--- src/sv/atrm_pkg.sv ---
// Shared types and constants of the AT response matcher.
// Used by every module of the block; depends on nothing.
package atrm_pkg;

   // Default sizes of the line counter and the search window.
   localparam int LINE_MAX_DEF    = 256;
   localparam int PATTERN_MAX_DEF = 16;

   // Number of expected characters held by the two text registers.
   localparam int EXPECT_CHARS = 16;

   // Entries of the queue between the front and the back.
   localparam int QUEUE_DEPTH = 4;

   // Input mode codes.
   localparam logic [1:0] MODE_BYTE  = 2'd0;
   localparam logic [1:0] MODE_TICK  = 2'd1;
   localparam logic [1:0] MODE_START = 2'd2;

   // Result outcome codes.
   localparam logic [1:0] OUTCOME_MATCH   = 2'd0;
   localparam logic [1:0] OUTCOME_ERROR   = 2'd1;
   localparam logic [1:0] OUTCOME_TIMEOUT = 2'd2;

   // Configuration register indexes.
   localparam logic [1:0] CSR_EXPECT_LOW  = 2'd0;
   localparam logic [1:0] CSR_EXPECT_HIGH = 2'd1;
   localparam logic [1:0] CSR_EXPECT_LEN  = 2'd2;
   localparam logic [1:0] CSR_TIMEOUT     = 2'd3;

   // Reset values of the configuration registers.
   localparam logic [4:0]  EXPECT_LEN_RST = 5'd2;
   localparam logic [15:0] TIMEOUT_RST    = 16'd10000;

   // Special characters.
   localparam logic [7:0] CHAR_CR = 8'h0D;
   localparam logic [7:0] CHAR_LF = 8'h0A;

   // The error keyword, first character at index 0.
   localparam int ERR_LEN = 5;
   localparam logic [7:0] ERR_TEXT [ERR_LEN] = '{8'h45, 8'h52, 8'h52, 8'h4F, 8'h52};

   // Classified work for the back part.
   typedef enum logic [1:0] {
      KIND_START = 2'd0,
      KIND_TICK  = 2'd1,
      KIND_CHAR  = 2'd2,
      KIND_EOL   = 2'd3
   } kind_type;

   typedef struct packed {
      kind_type   kind;
      logic [7:0] ch;
   } item_type;

   // Configuration as seen by the back part.
   typedef struct packed {
      logic [63:0] expect_low;
      logic [63:0] expect_high;
      logic [4:0]  expect_length;
      logic [15:0] timeout_ticks;
   } cfg_type;

endpackage

--- src/sv/atrm_front.sv ---
// Front part of the AT response matcher: decodes each input beat.
// Depends on atrm_pkg for the mode codes and the item type.
module atrm_front (
   input  logic [1:0]        mode,
   input  logic [7:0]        rx_byte,
   output logic              keep,
   output atrm_pkg::item_type item
);

   // Carriage returns and the unused mode have no effect and are dropped here.
   always_comb begin
      keep      = 1'b1;
      item.ch   = rx_byte;
      item.kind = atrm_pkg::KIND_CHAR;
      case (mode)
         atrm_pkg::MODE_START: begin
            item.kind = atrm_pkg::KIND_START;
         end
         atrm_pkg::MODE_TICK: begin
            item.kind = atrm_pkg::KIND_TICK;
         end
         atrm_pkg::MODE_BYTE: begin
            if (rx_byte == atrm_pkg::CHAR_CR) begin
               keep = 1'b0;
            end else if (rx_byte == atrm_pkg::CHAR_LF) begin
               item.kind = atrm_pkg::KIND_EOL;
            end
         end
         default: begin
            keep = 1'b0;
         end
      endcase
   end

endmodule

--- src/sv/atrm_queue.sv ---
// Short queue of classified items between the front and the back.
// Depends on atrm_pkg for the item type and the queue depth.
module atrm_queue (
   input  logic               clock,
   input  logic               reset,
   input  logic               push,
   input  atrm_pkg::item_type push_item,
   input  logic               pop,
   output atrm_pkg::item_type head_item,
   output logic               empty,
   output logic               full
);

   localparam int PTR_W = $clog2(atrm_pkg::QUEUE_DEPTH);
   localparam int CNT_W = $clog2(atrm_pkg::QUEUE_DEPTH + 1);

   atrm_pkg::item_type slot_ff [atrm_pkg::QUEUE_DEPTH];
   logic [PTR_W-1:0] wr_ptr_ff, wr_ptr_in;
   logic [PTR_W-1:0] rd_ptr_ff, rd_ptr_in;
   logic [CNT_W-1:0] count_ff, count_in;

   assign empty     = (count_ff == '0);
   assign full      = (count_ff == CNT_W'(atrm_pkg::QUEUE_DEPTH));
   assign head_item = slot_ff[rd_ptr_ff];

   // Pointer and fill count updates.
   always_comb begin
      wr_ptr_in = push ? wr_ptr_ff + 1'b1 : wr_ptr_ff;
      rd_ptr_in = pop ? rd_ptr_ff + 1'b1 : rd_ptr_ff;
      count_in  = count_ff;
      if (push && !pop) begin
         count_in = count_ff + 1'b1;
      end else if (pop && !push) begin
         count_in = count_ff - 1'b1;
      end
   end

   always_ff @(posedge clock) begin
      if (reset) begin
         wr_ptr_ff <= '0;
         rd_ptr_ff <= '0;
         count_ff  <= '0;
      end else begin
         wr_ptr_ff <= wr_ptr_in;
         rd_ptr_ff <= rd_ptr_in;
         count_ff  <= count_in;
      end
   end

   // Storage needs no reset.
   always_ff @(posedge clock) begin
      if (push) begin
         slot_ff[wr_ptr_ff] <= push_item;
      end
   end

endmodule

--- src/sv/atrm_back.sv ---
// Back part of the AT response matcher: line tracking, text search,
// timeout count and the result register. Depends on atrm_pkg.
module atrm_back #(
   parameter int LINE_MAX    = atrm_pkg::LINE_MAX_DEF,
   parameter int PATTERN_MAX = atrm_pkg::PATTERN_MAX_DEF
) (
   input  logic               clock,
   input  logic               reset,
   input  atrm_pkg::cfg_type  cfg,
   input  logic               q_empty,
   input  atrm_pkg::item_type q_item,
   output logic               q_pop,
   output logic               rsp_tvalid,
   input  logic               rsp_tready,
   output logic [7:0]         rsp_tdata,
   output logic [1:0]         rsp_tuser
);

   localparam int CNT_W  = $clog2(LINE_MAX);
   localparam int LEN_W  = $clog2(PATTERN_MAX + 1);
   localparam int PIDX_W = $clog2(PATTERN_MAX);
   localparam int EL_W   = (LEN_W > 5) ? LEN_W : 5;
   localparam int CMP_W  = (CNT_W > LEN_W) ? CNT_W : LEN_W;
   localparam int EXT_W  = (CNT_W > 8) ? CNT_W : 8;

   // Line state.
   logic              waiting_ff, waiting_in;
   logic [15:0]       ticks_ff, ticks_in;
   logic [CNT_W-1:0]  count_ff, count_in;
   logic              expect_seen_ff, expect_seen_in;
   logic              error_seen_ff, error_seen_in;
   logic [7:0]        recent_ff [PATTERN_MAX];
   logic [7:0]        win [PATTERN_MAX];

   // Result register.
   logic              rsp_valid_ff, rsp_valid_in;
   logic [1:0]        rsp_outcome_ff;
   logic [7:0]        rsp_len_ff;

   // Per-item decisions.
   logic              res_valid;
   logic [1:0]        res_outcome;
   logic [7:0]        res_len;
   logic              clear_line;
   logic              push_char;
   logic [7:0]        pat [PATTERN_MAX];
   logic [EL_W-1:0]   elen_ext;
   logic [LEN_W-1:0]  plen;
   logic [CNT_W-1:0]  count_next;
   logic [LEN_W-1:0]  pidx [PATTERN_MAX];
   logic              hit_expect;
   logic              hit_error;
   logic [EXT_W-1:0]  count_ext;
   logic [7:0]        line_len;
   logic [15:0]       tick_next;

   // The back takes an item whenever the result register can hold a new beat.
   assign q_pop = !q_empty && (!rsp_valid_ff || rsp_tready);

   // Expected characters; places past the register pair read as zero.
   always_comb begin
      for (int j = 0; j < PATTERN_MAX; j++) begin
         if (j < 8) begin
            pat[j] = cfg.expect_low[8*j +: 8];
         end else if (j < atrm_pkg::EXPECT_CHARS) begin
            pat[j] = cfg.expect_high[8*(j-8) +: 8];
         end else begin
            pat[j] = 8'h00;
         end
      end
   end

   // Effective pattern length, limited to the window depth.
   assign elen_ext = EL_W'(cfg.expect_length);
   assign plen     = (elen_ext > EL_W'(PATTERN_MAX)) ? LEN_W'(PATTERN_MAX)
                                                     : LEN_W'(elen_ext);

   // Window after the incoming character is shifted in, newest at index 0.
   always_comb begin
      win[0] = q_item.ch;
      for (int k = 1; k < PATTERN_MAX; k++) begin
         win[k] = recent_ff[k-1];
      end
   end

   assign count_next = count_ff + 1'b1;
   assign push_char  = (count_ff < CNT_W'(LINE_MAX - 1));

   // The window's place k holds pattern character plen-1-k.
   always_comb begin
      hit_expect = (plen != '0) && (CMP_W'(count_next) >= CMP_W'(plen));
      for (int k = 0; k < PATTERN_MAX; k++) begin
         pidx[k] = plen - LEN_W'(k) - 1'b1;
         if (LEN_W'(k) < plen) begin
            if (win[k] != pat[pidx[k][PIDX_W-1:0]]) begin
               hit_expect = 1'b0;
            end
         end
      end
   end

   // Error keyword ends at the newest character.
   always_comb begin
      hit_error = (count_next >= CNT_W'(atrm_pkg::ERR_LEN));
      for (int i = 0; i < atrm_pkg::ERR_LEN; i++) begin
         if (win[atrm_pkg::ERR_LEN - 1 - i] != atrm_pkg::ERR_TEXT[i]) begin
            hit_error = 1'b0;
         end
      end
   end

   // Reported length saturates at 255.
   assign count_ext = EXT_W'(count_ff);
   assign line_len  = (count_ext > EXT_W'(255)) ? 8'hFF : count_ext[7:0];
   assign tick_next = (ticks_ff != 16'd0) ? ticks_ff - 16'd1 : 16'd0;

   // Item execution.
   always_comb begin
      waiting_in     = waiting_ff;
      ticks_in       = ticks_ff;
      count_in       = count_ff;
      expect_seen_in = expect_seen_ff;
      error_seen_in  = error_seen_ff;
      res_valid      = 1'b0;
      res_outcome    = atrm_pkg::OUTCOME_MATCH;
      res_len        = 8'd0;
      clear_line     = 1'b0;
      if (q_pop) begin
         case (q_item.kind)
            atrm_pkg::KIND_START: begin
               waiting_in = 1'b1;
               ticks_in   = cfg.timeout_ticks;
               clear_line = 1'b1;
            end
            atrm_pkg::KIND_TICK: begin
               if (waiting_ff) begin
                  ticks_in = tick_next;
                  if (tick_next == 16'd0) begin
                     res_valid   = 1'b1;
                     res_outcome = atrm_pkg::OUTCOME_TIMEOUT;
                     waiting_in  = 1'b0;
                     clear_line  = 1'b1;
                  end
               end
            end
            atrm_pkg::KIND_CHAR: begin
               if (waiting_ff && push_char) begin
                  count_in = count_next;
                  if (hit_expect) begin
                     expect_seen_in = 1'b1;
                  end
                  if (hit_error) begin
                     error_seen_in = 1'b1;
                  end
               end
            end
            atrm_pkg::KIND_EOL: begin
               if (waiting_ff && count_ff != '0) begin
                  clear_line = 1'b1;
                  res_len    = line_len;
                  if (expect_seen_ff || plen == '0) begin
                     res_valid   = 1'b1;
                     res_outcome = atrm_pkg::OUTCOME_MATCH;
                     waiting_in  = 1'b0;
                  end else if (error_seen_ff) begin
                     res_valid   = 1'b1;
                     res_outcome = atrm_pkg::OUTCOME_ERROR;
                     waiting_in  = 1'b0;
                  end
               end
            end
            default: begin
            end
         endcase
      end
      if (clear_line) begin
         count_in       = '0;
         expect_seen_in = 1'b0;
         error_seen_in  = 1'b0;
      end
   end

   // A new result loads the register; a taken beat empties it.
   assign rsp_valid_in = res_valid || (rsp_valid_ff && !rsp_tready);

   always_ff @(posedge clock) begin
      if (reset) begin
         waiting_ff     <= 1'b0;
         ticks_ff       <= 16'd0;
         count_ff       <= '0;
         expect_seen_ff <= 1'b0;
         error_seen_ff  <= 1'b0;
         rsp_valid_ff   <= 1'b0;
      end else begin
         waiting_ff     <= waiting_in;
         ticks_ff       <= ticks_in;
         count_ff       <= count_in;
         expect_seen_ff <= expect_seen_in;
         error_seen_ff  <= error_seen_in;
         rsp_valid_ff   <= rsp_valid_in;
      end
   end

   // Window contents are only read once the line holds enough characters.
   always_ff @(posedge clock) begin
      if (q_pop && q_item.kind == atrm_pkg::KIND_CHAR && waiting_ff && push_char) begin
         for (int k = 0; k < PATTERN_MAX; k++) begin
            recent_ff[k] <= win[k];
         end
      end
      if (res_valid) begin
         rsp_outcome_ff <= res_outcome;
         rsp_len_ff     <= res_len;
      end
   end

   assign rsp_tvalid = rsp_valid_ff;
   assign rsp_tdata  = rsp_len_ff;
   assign rsp_tuser  = rsp_outcome_ff;

endmodule

--- src/sv/at_response_matcher.sv ---
// AT response matcher top level: configuration registers, front, queue, back.
// Depends on atrm_pkg, atrm_front, atrm_queue and atrm_back.
//
// Usage: the req channel carries one beat per event: a start (arms the wait
// and loads timeout_ticks), a millisecond tick, or a received byte. Bytes are
// gathered into lines; at a line feed a line holding the expected text ends
// the wait with a match, one holding ERROR ends it with an error, others are
// skipped. Ticks count down and end the wait with a timeout at zero.
// The rsp channel gives one beat per finished wait: outcome in rsp_tuser and
// the line length in rsp_tdata.
// The block takes one req beat per cycle while req_tready is high. A deciding
// beat is written into a queue slot, and then the back loads the result
// register from the queue head, which raises rsp_tvalid. Beats still waiting
// ahead of it in the queue delay the result further.
// When the rsp receiver stalls, the back holds its result and stops reading
// the four-entry queue; req_tready falls once the queue is full.
// Reset empties the queue, drops any pending result, ends any wait and
// restores the configuration defaults. csr writes are registered before the back sees them.
module at_response_matcher #(
   parameter int LINE_MAX    = atrm_pkg::LINE_MAX_DEF,
   parameter int PATTERN_MAX = atrm_pkg::PATTERN_MAX_DEF
) (
   input  logic        clock,
   input  logic        reset,
   // Request beats.
   input  logic        req_tvalid,
   output logic        req_tready,
   input  logic [7:0]  req_tdata,   // [7:0] rx_byte
   input  logic [1:0]  req_tuser,   // [1:0] mode
   // Result beats.
   output logic        rsp_tvalid,
   input  logic        rsp_tready,
   output logic [7:0]  rsp_tdata,   // [7:0] line_length
   output logic [1:0]  rsp_tuser,   // [1:0] outcome
   // Configuration writes.
   input  logic        csr_we,
   input  logic [1:0]  csr_index,
   input  logic [63:0] csr_wdata
);

   atrm_pkg::cfg_type  cfg_ff, cfg_in;
   atrm_pkg::item_type front_item;
   atrm_pkg::item_type head_item;
   logic               front_keep;
   logic               q_push;
   logic               q_pop;
   logic               q_empty;
   logic               q_full;

   // Configuration register file.
   always_comb begin
      cfg_in = cfg_ff;
      if (csr_we) begin
         case (csr_index)
            atrm_pkg::CSR_EXPECT_LOW:  cfg_in.expect_low    = csr_wdata;
            atrm_pkg::CSR_EXPECT_HIGH: cfg_in.expect_high   = csr_wdata;
            atrm_pkg::CSR_EXPECT_LEN:  cfg_in.expect_length = csr_wdata[4:0];
            atrm_pkg::CSR_TIMEOUT:     cfg_in.timeout_ticks = csr_wdata[15:0];
            default: begin
            end
         endcase
      end
   end

   always_ff @(posedge clock) begin
      if (reset) begin
         cfg_ff.expect_low    <= 64'd0;
         cfg_ff.expect_high   <= 64'd0;
         cfg_ff.expect_length <= atrm_pkg::EXPECT_LEN_RST;
         cfg_ff.timeout_ticks <= atrm_pkg::TIMEOUT_RST;
      end else begin
         cfg_ff <= cfg_in;
      end
   end

   // Front: classify accepted beats.
   atrm_front u_front (
      .mode    (req_tuser),
      .rx_byte (req_tdata),
      .keep    (front_keep),
      .item    (front_item)
   );

   assign req_tready = !q_full;
   assign q_push     = req_tvalid && req_tready && front_keep;

   atrm_queue u_queue (
      .clock     (clock),
      .reset     (reset),
      .push      (q_push),
      .push_item (front_item),
      .pop       (q_pop),
      .head_item (head_item),
      .empty     (q_empty),
      .full      (q_full)
   );

   // Back: line state and result register.
   atrm_back #(
      .LINE_MAX    (LINE_MAX),
      .PATTERN_MAX (PATTERN_MAX)
   ) u_back (
      .clock      (clock),
      .reset      (reset),
      .cfg        (cfg_ff),
      .q_empty    (q_empty),
      .q_item     (head_item),
      .q_pop      (q_pop),
      .rsp_tvalid (rsp_tvalid),
      .rsp_tready (rsp_tready),
      .rsp_tdata  (rsp_tdata),
      .rsp_tuser  (rsp_tuser)
   );

endmodule

--- config.mk ---
export PLATFORM = sky130hd
export DESIGN_NAME = at_response_matcher
export DESIGN_NICKNAME = d
export VERILOG_FILES = /design/src/sv/atrm_pkg.sv /design/src/sv/atrm_front.sv /design/src/sv/atrm_queue.sv /design/src/sv/atrm_back.sv /design/src/sv/at_response_matcher.sv
export SDC_FILE = /design/constraint.sdc
export NUM_CORES = 1
export LEC_CHECK = 0
export ABC_AREA = 1
export BUFFER_PORTS_ARGS = -buffer_cell sky130_fd_sc_hd__buf_2
export CELL_PAD_IN_SITES_DETAIL_PLACEMENT = 1
export CELL_PAD_IN_SITES_GLOBAL_PLACEMENT = 2
export CORE_UTILIZATION = 35
export CTS_CLUSTER_SIZE = 10
export DETAILED_ROUTE_END_ITERATION = 7
export GPL_TIMING_DRIVEN = 0
export PLACE_DENSITY = 0.86
export SYNTH_ARGS = -nofsm -noshare
export SYNTH_HDL_FRONTEND = slang
export SYNTH_SLANG_ARGS = --single-unit
--- constraint.sdc ---
create_clock -name clock -period 6.4 [get_ports clock]
set_input_delay 0.96 -clock clock [delete_from_list [all_inputs] [get_ports clock]]
set_output_delay 0.96 -clock clock [all_outputs]
set_load 0.01 [all_outputs]
# Yosys cells after proc, flatten, opt, wreduce, memory -nomap -nowiden
# Memory sizes are Yosys's and may differ from the RTL's. A register that Yosys moved wholly into a read port is not among the register bits.
# Index checks and enable logic that the tools add are counted.
# W data, S select, Z words.
[totals]
out_inout_bits = 12
mem_bits_rw = 168
regBits = 194
memories = 2
in_bits = 81
[classes]
n_mux = 125
eq_ne = 35
n_reduce_logical = 45
bitwise = 16
n_addsub = 36
n_lt_le_gt_ge = 37
[memory_table]
columns = ["name", "depth", "word_bits", "rd", "rd_ports_with_merged_regs", "write_ports", "line_no", "source"]
rows = [
  ["u_back.recent_ff", 16, 8, 15, 0, 16, "atrm_back.sv:32", "logic [7:0] recent_ff [PATTERN_MAX];"],
  ["u_queue.slot_ff", 4, 10, 1, 1, 1, "atrm_queue.sv:17", "atrm_pkg::item_type slot_ff [atrm_pkg::QUEUE_DEPTH];"],
]
[op_table]
columns = ["operator", "n"]
rows = [
  ["$bmux W8 S4", 16],
  ["$mux W8", 33],
  ["$ne A8 B8 Y1", 16],
  ["$ge A5 B5 Y1 const B", 16],
  ["$not A4 Y5", 16],
  ["$sub A4 B1 Y4 const B", 16],
  ["$mux W1", 57],
  ["$lt A4 B5 Y1 const A", 8],
  ["$ne A8 B7 Y1 const B", 5],
  ["$mux W16", 2],
  ["$pmux W16 S2", 1],
  ["$sub A4 B4 Y4 const B", 8],
  ["$lt A3 B5 Y1 const A", 4],
  ["$eq A8 B4 Y1 const B", 2],
  ["$logic_not A16 Y1", 1],
  ["$reduce_bool A16 Y1", 1],
  ["$sub A16 B1 Y16 const B", 1],
  ["$sub A4 B3 Y4 const B", 4],
  ["$mux W2", 7],
  ["$logic_and A1 B1 Y1", 12],
  ["$reduce_and A4 Y1", 3],
  ["$eq A2 B2 Y1 const B", 5],
  ["$lt A1 B5 Y1 const A", 2],
  ["$lt A2 B5 Y1 const A", 2],
  ["32 further kinds", 56],
]

# Longest topological paths before layout
[logic_depth]
depth_word = 41
ltp_mapped = 29

# By module
# Synthesis repeated with hierarchy kept, for this count alone.
[hier_totals]
hier_cells = 3934
area_unflattened_um2 = 24672.4
[modules_own_cells]
columns = ["mod", "seq_area_each_um2", "n_inst", "cells_each", "area_per_inst_um2"]
rows = [
  ["atrm_back", 4464.3, 1, 2792, 16190.5],
  ["at_response_matcher", 2982.9, 1, 954, 6364.9],
  ["atrm_queue", 1381.3, 1, 155, 1940.6],
  ["atrm_front", 0.0, 1, 33, 176.4],
]

# Worst setup path after synthesis
# OpenSTA, ideal clock, no wires.
[synth_timing]
path_kind = "input to register"
start = "input port rsp_tready"
end = "register u_back.expect_seen_ff"
setup_time_ns = 0.072
path_stages = 14
path_slack_ns = 1.801
arrival_ns = 4.527
cell_sequence = "nor2_1 -> inv_1 -> o31ai_1 -> inv_1 -> nand2_1 -> inv_1 -> nand3_1 -> inv_1 -> nand2_1 -> nor2_1 -> nand2_1 -> nor2_1 -> nand2_1 -> a21oi_1"
[synth_via]
elab_chain_len = 4
elab_cells_between_ends = 5
classes_between = "mux (1); reduce/logical (4)"
[synth_lines]
columns = ["item", "line_no", "source"]
rows = [
  ["from (decl)", "at_response_matcher.sv:32", "input logic rsp_tready,"],
  ["$logic_or A1 B1 Y1 *", "atrm_back.sv:58", "assign q_pop = !q_empty && (!rsp_valid_ff || rsp_tready);"],
  ["$logic_and A1 B1 Y1 *", "atrm_back.sv:58", ""],
  ["$mux W1", "atrm_back.sv:128", "if (q_pop) begin"],
  ["$reduce_or A2 Y1 (no source line)", "-", ""],
  ["to (signal assigned)", "atrm_back.sv:198", "expect_seen_ff <= expect_seen_in;"],
  ["to (decl)", "atrm_back.sv:30", "logic expect_seen_ff, expect_seen_in;"],
]
# Every way passes the cells marked *; elsewhere a longest branch is shown, timed or not.
# A chain may end at the register's enable or synchronous reset.

# Worst setup path after layout
[layout_timing]
start = "register cfg_ff[20] in the netlist's numbering"
end = "register u_back.expect_seen_ff"
[layout_via]
elab_chain_len = 41
elab_cells_between_ends = 164
classes_between = "add/sub (30); order compare (18); eq/ne (16); mux (81); bitwise (16); reduce/logical (3)"
[layout_lines]
columns = ["item", "line_no", "source"]
rows = [
  ["from (decl)", "at_response_matcher.sv:41", "atrm_pkg::cfg_type cfg_ff, cfg_in;"],
  ["from (signal assigned)", "at_response_matcher.sv:72", "cfg_ff <= cfg_in;"],
  ["$gt A5 B5 Y1", "atrm_back.sv:75", "assign plen = (elen_ext > EL_W'(PATTERN_MAX)) ? LEN_W'(PATTERN_MAX)"],
  ["$mux W5 *", "atrm_back.sv:75", ""],
  ["branches (longest 37 deep; another with $sub A4 B1 Y4)", "-", ""],
  ["$mux W1 *", "atrm_back.sv:94", "if (LEN_W'(k) < plen) begin"],
  ["$reduce_and A4 Y1 (no source line) *", "-", ""],
]
# Every way passes the cells marked *. The select of a mux whose other input is x is not followed.

==> results.sh <==
export IMPL_start_util=0.3557
export IMPL_ios=93
export IMPL_leakage_nw=12.34
export IMPL_synthFlopType="dfxtp_1"
export IMPL_synth_area_leaders="edfxtp_1, nand2_1, dfxtp_1"
export IMPL_clock_sinks=356
export IMPL_ys_async_sr_fraction=0
export IMPL_grt_max_degree=112
export IMPL_finalCritPeriodShare=0.8175
export IMPL_postCtsSetupRepairBufs=0
export IMPL_pwr_share_clk=0.286
export IMPL_arrival_ns=5.74
export IMPL_fp_coreArea_um2=66100
export IMPL_power_internal_mw=4.926
export IMPL_synth_distinct_cells=49
export IMPL_fin_tns_setup_ns=0
export IMPL_htreeDepth=2
export IMPL_wirelength_mm=135.4
export IMPL_port_buffers=92
export IMPL_hold_violations=0
export IMPL_ctsHoldBuffers=0
export IMPL_firstDrtPassIters=5
export IMPL_drt_iter0_drc=2566
export IMPL_violations="max-capacitance violations"
export IMPL_grt_setup_unrepaired="no"
export IMPL_share_comb_of_total_power=0.371
export IMPL_ys_ff_latch=356
export IMPL_critPathRequiredTime_ns=6.90
export IMPL_seq_power_share=0.343
export IMPL_globalRouteTotalUtil=0.3939
export IMPL_swShare=0.4217
export IMPL_drc=0
export IMPL_syn_cell_area_um2=23510
export IMPL_syn2layout_area_growth_pct=12.49
export IMPL_cts_resized_gates=0
export IMPL_die_h_um=261.2
export IMPL_synth_cells=3609
export IMPL_slew_headroom=0.01971
export IMPL_wire_per_inst_um=29.18
export IMPL_ys_seq_area_frac=0.3755
export IMPL_hold_ws_ns=0.4717
export IMPL_viasPerCell=5.759
export IMPL_gp_congestion=1.072
export IMPL_yosysTopAreaCell="edfxtp_1"
export IMPL_root_buffer="clkbuf_16"
export IMPL_die_w_um=261.2
export IMPL_path_class="reg2reg"
export IMPL_antenna_found_initial=1
export IMPL_path_max_fanout=11
export IMPL_num_nets_final=3849
export IMPL_irDropWorstVdd_mv=0.2573
export IMPL_clk_latency_ns=0.61
export IMPL_status="finished with violations"
export IMPL_skew_ns=0.03527
export IMPL_clockBufferDepth=3
export IMPL_synth_edff_count=170
export IMPL_cp_start_kind="flip-flop"
export IMPL_setup_viol=0
export IMPL_fill_cells=8648
export IMPL_route_vias_total=26720
export IMPL_worst_slew_pin_slew_ns=1.457
export IMPL_tritoncts="built"
export IMPL_p_per_area_nw_per_um2=322.0
export IMPL_cts_inserted_buffers=45
export IMPL_clk_pin_slew_worst_paths_ns=0.06
export IMPL_max_freq_mhz=191.1
export IMPL_dp_hpwl_mm=111.0
export IMPL_yosys_area_top_type_share=0.2171
export IMPL_grt_pass1_vias=26170
export IMPL_yosysMostFrequentCell="nand2_1"
export IMPL_final_max_slew_viol_count=0
export IMPL_period_needed_ns=5.232
export IMPL_final_layout_size_suffix_gt1_frac=0.07709
export IMPL_synth_common_cells="nand2_1, nand3_1, inv_1, o21ai_0, nor2_1"
export IMPL_overflow=0
export IMPL_hp_class="reg2reg"
export IMPL_rows=94
export IMPL_p_switching_mw=3.592
export IMPL_cp_end_kind="flip-flop"
export IMPL_ys_warn_count=0
export IMPL_die_area_um2=68220
export IMPL_maxCapViolCount=1
export IMPL_avgSynthCellArea_um2=6.515
export IMPL_synth_nets=3709
export IMPL_grt_first_pass_wirelength_mm=188.9
export IMPL_postRouteAntennaNets=0
==> state kept, by name (all words and copies together), names as in the netlist, named ones only <==
| name | flops |
|---|---|
| cfg_ff | 149 |
| u_back.count_ext | 8 |
| u_back.error_seen_ff | 1 |
| u_back.expect_seen_ff | 1 |
| u_back.recent_ff | 120 |
| u_back.rsp_tdata | 8 |
| u_back.rsp_tuser | 2 |
| u_back.rsp_tvalid | 1 |
| u_back.ticks_ff | 16 |
| u_back.waiting_ff | 1 |
| u_queue.count_ff | 3 |
| u_queue.rd_ptr_ff | 2 |
| u_queue.slot_ff | 40 |
| u_queue.wr_ptr_ff | 2 |
==> worst max-delay path: stages, from the launching register on <==
cell      delay (ns)
dfxtp_1         0.32
buf_6           0.18
inv_4           0.06
buf_6           0.15
nand2_2         0.13
buf_2           0.30
buf_1           0.87
ha_1            0.47
clkbuf_1        0.57
clkinv_1        0.51
nand3_1         0.24
nand3_1         0.08
nand2_1         0.12
nand2_1         0.06
nor2_1          0.16
nand2_1         0.20
nand2_1         0.10
nand2_1         0.05
inv_1           0.04
nand2_1         0.04
nor2_1          0.08
nand2_1         0.19
a21oi_1         0.18
==> cell usage in the layout, fill, tap and decap left out, drive strengths merged <==
| master | synthesis | layout |
|---|---|---|
| a21oi | 137 | 137 |
| edfxtp | 170 | 170 |
| a21o | 3 | 3 |
| nor3 | 7 | 7 |
| buf | 118 | 211 |
| a21boi | 1 | 1 |
| clkbuf | 70 | 135 |
| diode | 0 | 1 |
| a41oi | 1 | 1 |
| o22ai | 4 | 4 |
| o31ai | 1 | 1 |
| nand3 | 731 | 731 |
| a31oi | 2 | 2 |
| o211ai | 4 | 4 |
| nor4 | 15 | 15 |
| nand3b | 30 | 30 |
| nor3b | 2 | 2 |
| xor2 | 23 | 23 |
| ha | 18 | 18 |
| o21a | 4 | 4 |
| nor2 | 225 | 225 |
| nand2 | 1244 | 1244 |
| dfxtp | 186 | 186 |
| a32oi | 8 | 8 |
| inv | 293 | 294 |
| and2 | 2 | 2 |
| clkinv | 5 | 12 |
| or2 | 3 | 3 |
| fa | 1 | 1 |
| xnor2 | 10 | 10 |
| nand4 | 24 | 24 |
| o21ai | 266 | 266 |
| and3 | 1 | 1 |
==> cell families (layout without fill, tap and decap cells) <==
family,Yosys count,in the layout,synth area share
and+or+nand+nor,2284,2284,0.4166
buffers and inverters,486,652,0.08886
adders and majority gates,19,19,0.01043
xor gates and xnor gates,33,33,0.01261
AOI/OAI and AO/OA,431,431,0.09599
other,0,1,0
DFF,356,356,0.3755
==> final cells by class <==
cell class / count / area (µm²) / area share
Timing Repair Buffer: 93 / 488.0 / 0.01845
Tap cell: 864 / 1081 / 0.04087
Multi-Input combinational cell: 2767 / 12600 / 0.4762
Buffer: 188 / 968.4 / 0.03661
Clock buffer: 65 / 1264 / 0.04778
Inverter: 298 / 1126 / 0.04257
Sequential cell: 356 / 8828 / 0.3338
Clock inverter: 8 / 96.34 / 0.003642
Antenna cell: 1 / 2.502 / 0.00009461
==> power by group through the flow <==
stage | sequential, mW | combinational (mW) | clock [mW]
floorplan | 2.81 | 2.05 | 0
global placement | 2.96 | 3.03 | 0
detailed placement | 2.95 | 3.09 | 0
CTS | 2.91 | 3.11 | 2.46
global route | 2.93 | 3.47 | 2.53
finish | 2.92 | 3.16 | 2.44
==> final timing paths <==
check,startpoint,cells after the start,slack [ns],to
worst min-delay path,u_queue.rd_ptr_ff[1],2,0.47,u_queue.rd_ptr_ff[1]
worst max register to register,cfg_ff[20],22,1.17,u_back.expect_seen_ff
worst min register to register,u_queue.rd_ptr_ff[1],2,0.47,u_queue.rd_ptr_ff[1]
worst max-delay path,cfg_ff[20],22,1.17,u_back.expect_seen_ff
==> stage by stage <==
stage	setup WS, ns	util	instance area, µm²	cells	total power, mW
final	1.168	0.4002	26450	4640	8.517
after global routing	1.171	0.4001	26450	4639	8.933
after CTS	1.323	0.4001	26450	4639	8.473
after detailed placement	1.373	0.3796	25090	4566	6.038
after global placement	0.06440	0.3791	25060	4565	5.994
after floorplan	1.801	-	23510	3609	4.856
==> metal layers <==
metal | routed length, µm | GRT usage | vias to the layer above
met2 | 59530 | 0.6182 | 1138
li1 | - | - | 12200
met5 | 0 | 0 | -
met3 | 9209 | 0.05662 | 317
met4 | 11820 | 0.2941 | 0
met1 | 54850 | 0.4915 | 13060
(Power assumes the default switching activity.)
